<file path="config.mk">
export PLATFORM = sky130hd
export DESIGN_NAME = bpa_csr
export DESIGN_NICKNAME = d
export VERILOG_FILES = /design/src/design/bpa_pkg.sv /design/src/design/bpa_csr.sv
export SDC_FILE = /design/constraint.sdc
export NUM_CORES = 1
export LEC_CHECK = 0
export BUFFER_PORTS_ARGS = -buffer_cell sky130_fd_sc_hd__buf_2
export CORE_MARGIN = 2
export CORE_UTILIZATION = 38
export CTS_CLUSTER_DIAMETER = 30
export DETAILED_ROUTE_END_ITERATION = 12
export HOLD_SLACK_MARGIN = 0.03
export PLACE_DENSITY = 0.9
export SETUP_SLACK_MARGIN = 0.4
export SYNTH_ARGS = -nofsm -noshare
export SYNTH_HDL_FRONTEND = slang
export SYNTH_SLANG_ARGS = --single-unit
</file>
<file path="constraint.sdc">
create_clock -name clock -period 1.9 [get_ports clock]
set_input_delay 0.095 -clock clock [delete_from_list [all_inputs] [get_ports clock]]
set_output_delay 0.095 -clock clock [all_outputs]
set_load 0.02 [all_outputs]
</file>
<file path="src/design/bpa_pkg.sv">
// shared types and constants for the buddy page allocator
`timescale 1ns / 1ps

package bpa_pkg;

   localparam int MAX_PAGES   = 4096;
   localparam int ORDER_COUNT = 11;
   localparam int PAGE_W      = 12;
   localparam int ORDER_W     = 4;
   localparam int COUNT_W     = 13;
   localparam int AVAIL_W     = 17;
   localparam int CSR_ADDR_W  = 3;
   localparam int CSR_DATA_W  = 32;

   typedef logic [PAGE_W-1:0]  page_type;
   typedef logic [ORDER_W-1:0] order_type;
   typedef logic [COUNT_W-1:0] count_type;
   typedef logic [AVAIL_W-1:0] avail_type;

   typedef enum logic [1:0] {
      STATUS_OK      = 2'd0,
      STATUS_NOMEM   = 2'd1,
      STATUS_BADFREE = 2'd2
   } status_type;

   typedef enum logic {
      OP_ALLOC = 1'b0,
      OP_FREE  = 1'b1
   } opcode_type;

   localparam count_type ZONE_RESET = count_type'(MAX_PAGES);
   localparam logic      REG_ZONE   = 1'b0;

   typedef struct packed {
      logic      opcode;
      order_type block_order;
      page_type  page_number;
   } req_payload_type;

   typedef struct packed {
      status_type status;
      page_type   granted_page;
      count_type  free_page_total;
   } rsp_payload_type;

endpackage

</file>
<file path="src/design/bpa_csr.sv">
// apb register block holding the zone size
`timescale 1ns / 1ps

module bpa_csr (
   input  logic                             clock,
   input  logic                             reset,
   input  logic                             csr_psel,
   input  logic                             csr_penable,
   input  logic                             csr_pwrite,
   input  logic [bpa_pkg::CSR_ADDR_W-1:0]   csr_paddr,
   input  logic [bpa_pkg::CSR_DATA_W-1:0]   csr_pwdata,
   output logic [bpa_pkg::CSR_DATA_W-1:0]   csr_prdata,
   output logic                             csr_pready,
   output bpa_pkg::count_type               zone_o
);
   import bpa_pkg::*;

   count_type zone_ff;

   always_ff @(posedge clock) begin
      if (reset) begin
         zone_ff <= ZONE_RESET;
      end else if (csr_psel && csr_penable && csr_pwrite && csr_pready &&
                   csr_paddr[CSR_ADDR_W-1] == REG_ZONE) begin
         zone_ff <= csr_pwdata[COUNT_W-1:0];
      end
   end

   assign csr_pready = 1'b1;
   assign csr_prdata = CSR_DATA_W'(zone_ff);
   assign zone_o     = zone_ff;

endmodule

</file>
# == Word-level counts from Yosys, hierarchy flattened ==
# Index checks and enable logic that the tools add are counted.
# word_totals
inputBits,40
output_inout_bits,46
reg_bits,13
# op_classes
bitwise_logic,1
n_reduce_logical,3
# ops
op,count
$logic_and A1 B1 Y1,3
$not A1 Y1,1

# == Longest topological paths before layout ==
# depth
depth_word,3
mapped_depth,4
depth_no_buf,2

# == Least setup slack after synthesis ==
# OpenSTA, ideal clock, no wires.
# synth_path
path_kind,in2reg
from,in csr_paddr[2] (netlist bit)
to,"reg zone_ff[0], in the netlist zone_o[0]"
setup_time_ns,0.072
required_time_ns,1.828
slack_ns,1.093
stages,4
n_path_buf,2
arrival_ns,0.735
path_cell_list,and4b_1 -> buf_6 -> buf_12 -> mux2i_1
# synth_via
elab_chain_len,2
# synth_rtl
element,line,text
from (decl),bpa_csr.sv:10,"input logic [bpa_pkg::CSR_ADDR_W-1:0] csr_paddr,"
$not A1 Y1,bpa_csr.sv:24,csr_paddr[CSR_ADDR_W-1] == REG_ZONE) begin
$logic_and A1 B1 Y1,bpa_csr.sv:23,end else if (csr_psel && csr_penable && csr_pwrite && csr_pready &&
to (signal assigned),bpa_csr.sv:25,zone_ff <= csr_pwdata[COUNT_W-1:0];
to (decl),bpa_csr.sv:18,count_type zone_ff;
# Every way passes these cells.
# A chain may end at the register's enable or synchronous reset.

# == Worst setup path after layout ==
# layout_path
from,"reg zone_ff[0], in the netlist zone_o[0]"
to,out zone_o[0]
# layout_rtl
element,line,text
to (decl),bpa_csr.sv:14,output bpa_pkg::count_type zone_o
# No word-level cell between the ends.

==> results by group <==
Run status
  – Status: completed

Critical path
  – Crit path buf inv count: 1
  – Worst setup SP type: flop
  – Maximum net fanout on the critical path: 3
  – Worst Reg-to-Reg Cells: 2
  – CP max stage delay: 360 ps
  – Critical Path AT: just over 800 ps
  – Worst setup path category: reg -> out
  – Reg2reg end: zone_o[1]
  – Cells along the critical path: buf_2
  – CP required: 1800 ps
  – Worst R2R Start: zone_o[1]
  – Slowest stage cell, crit path: dfxtp_1
  – Reg2reg setup slack: about 1300 ps
  – CP top delay family: flip-flops
  – Critical path endpoint category: output pin

Drt
  – Detailed router's first-iteration violation count: 2
  – Antenna-violating nets left: 0
  – Total number of vias: between 500 and 600
  – Wirelength per Cell: 9.50 um
  – DRC: 0
  – Vias per cell: 3.97
  – DRT Wirelength: 1430 um
  – Pre-antenna DRT Iters: 2

Power
  – Leakage power: approximately 0.48 nW
  – Peak VDD IR: 276 uV
  – Power density over the cells: 609 nW/um2

Global routing
  – Total global routing overflow: 0
  – GRT Util Overall: 0.120
  – First-pass GRT wire length: between 2000 and 2500 um
  – Number of global-route vias before repair: 536
  – Largest net degree at the start of global routing: 27
  – Antenna violations before repair: 0

Floorplanning
  – I/O Pins: 86
  – Die Y: 51.4 um
  – Row count: 17
  – Total Die Area: between 2000 and 3000 um2
  – Die width: 51.4 um
  – Core area: roughly 2200 um2
  – Starting Density: 0.393

Layout
  – Share of layout cells above drive strength 1: 0.393
  – Area grow syn2layout: 8.22%
  – Layout Nets: between 150 and 200
  – Filler cells: 223
  – Fin cells: 150
  – Max reg flops: 13
  – Ant. Diodes: 0

Logic synthesis
  – Seq cells post-synth: 13
  – Seq/Total Area, Yosys: 0.305
  – Yosys warns: 0
  – EDFF count, synth: 0
  – Count leader, synth: buf_4
  – Yosys top cell area share: 0.305
  – Netlist cell types: 10
  – Mapped Cells: 92
  – Synth Cell Area: around 850 um2
  – Avg Cell Area, Syn: slightly above 9 um2
  – Synth top cells by count: 33 x buf_4, 24 x nand2b_1, 13 x dfxtp_1, 13 x mux2i_1
  – Top cells by area, synth: dfxtp_1 31%, buf_4 29%, nand2b_1 18%
  – FFs w/ async S/R, synth: 0
  – Post-synth top flop: dfxtp_1
  – Cell taking the most area after synthesis: dfxtp_1

Timing
  – Fin Setup TNS: 0 ps
  – RSZ-0062 raised after global routing: false
  – Layout Skew: 0 ps
  – Setup ws final: 1000 ps
  – Final Hold Viols: 0
  – Final slew viol count: 0
  – Fin crit share: 0.474
  – Post-layout minimum cycle time: 900 ps
  – Final setup violation count: 0
  – Maximum clock frequency: 1110 MHz

Min path
  – Hold EP: zone_o[0]
  – Hold wc startpoint: csr_pwdata[0]
  – Hold WC Path Type: in -> reg
  – Hold Crit Depth: 3

Clock tree
  – Clock sinks: 13
  – CTS max path bufs: 2
  – Post-CTS Setup Bufs: 0
  – CTS tree: built
  – Clock Pin Slew Worst Setup and Hold Paths: 80 ps
  – Clock Latency Late Sink: 270 ps
  – CTS root buf: clkbuf_4
  – Cts bufs inserted: 3
  – Post-CTS Hold Fix Bufs: 0
  – CTS H-tree depth: 1
  – Cts repair resizes: 0

Flow run
  – Max-Cap Viols: 0

Placement
  – Dpl cells: about 150
  – HPWL after DPL: 1110 um
  – GPL Wtd Cong: 0.642
  – Number of port buffers: 44
  – Pre-CTS setup slack: 914 ps
through the flow:
step	utilization	cell area [um2]	hold slack, ps	total power, mW
5_1_grt	0.425	922	73.7	0.602
3_5_place_dp	0.413	896	366	0.399
4_1_cts	0.425	922	62.7	0.575
6_report	0.425	922	77.1	0.562
3_3_place_gp	0.413	896	351	0.396
2_1_floorplan	-	920	250	0.408
report_power, final:
group          internal [mW]  switching [mW]
clock network         0.0812          0.0881
registers              0.278         0.00391
logic                 0.0374          0.0727
total                  0.397           0.165
area by class of cell:
cell class / instances / area (um2) / share of cell area
Tap cell: 28 / 35.0 / 0.0380
Clock buffer: 4 / 26.3 / 0.0285
Multi-Input combinational cell: 60 / 373 / 0.404
Timing Repair Buffer: 45 / 228 / 0.247
Sequential cell: 13 / 260 / 0.282
worst max-delay path by stage:
stage,endpoint,from,cells past startpoint
detailed placement,zone_o[9],csr_paddr[2],4
finish,zone_o[0],zone_o[0],1
CTS,csr_prdata[8],zone_o[8],1
global route,csr_prdata[1],zone_o[1],1
global placement,zone_o[8],csr_paddr[2],4
floorplan,zone_o[0],csr_paddr[2],4
layer usage:
| layer | GRT usage | routed length, um |
|---|---|---|
| met1 | 0.121 | 515 |
| met5 | 0 | 0 |
| met4 | 0.0658 | 0 |
| met2 | 0.227 | 790 |
| met3 | 0.0263 | 119 |
cells by family (layout without fill, tap and decap cells):
family                 count (synthesis)  count (layout)  synth area share
multiplexers                          13              13             0.153
buffers and inverters                 37              49             0.336
other                                  2              20           0.00881
flip-flops                            13              13             0.305
AND/OR/NAND/NOR                       27              27             0.197
placed cells by master, fill, tap and decap left out, drive strengths merged:
master / count
and4b: 1
buf: 45
clkbuf: 4
conb: 20
dfxtp: 13
mux2i: 13
nand2b: 24
nor2: 2
Note: power is estimated with default switching activity, not from simulation.
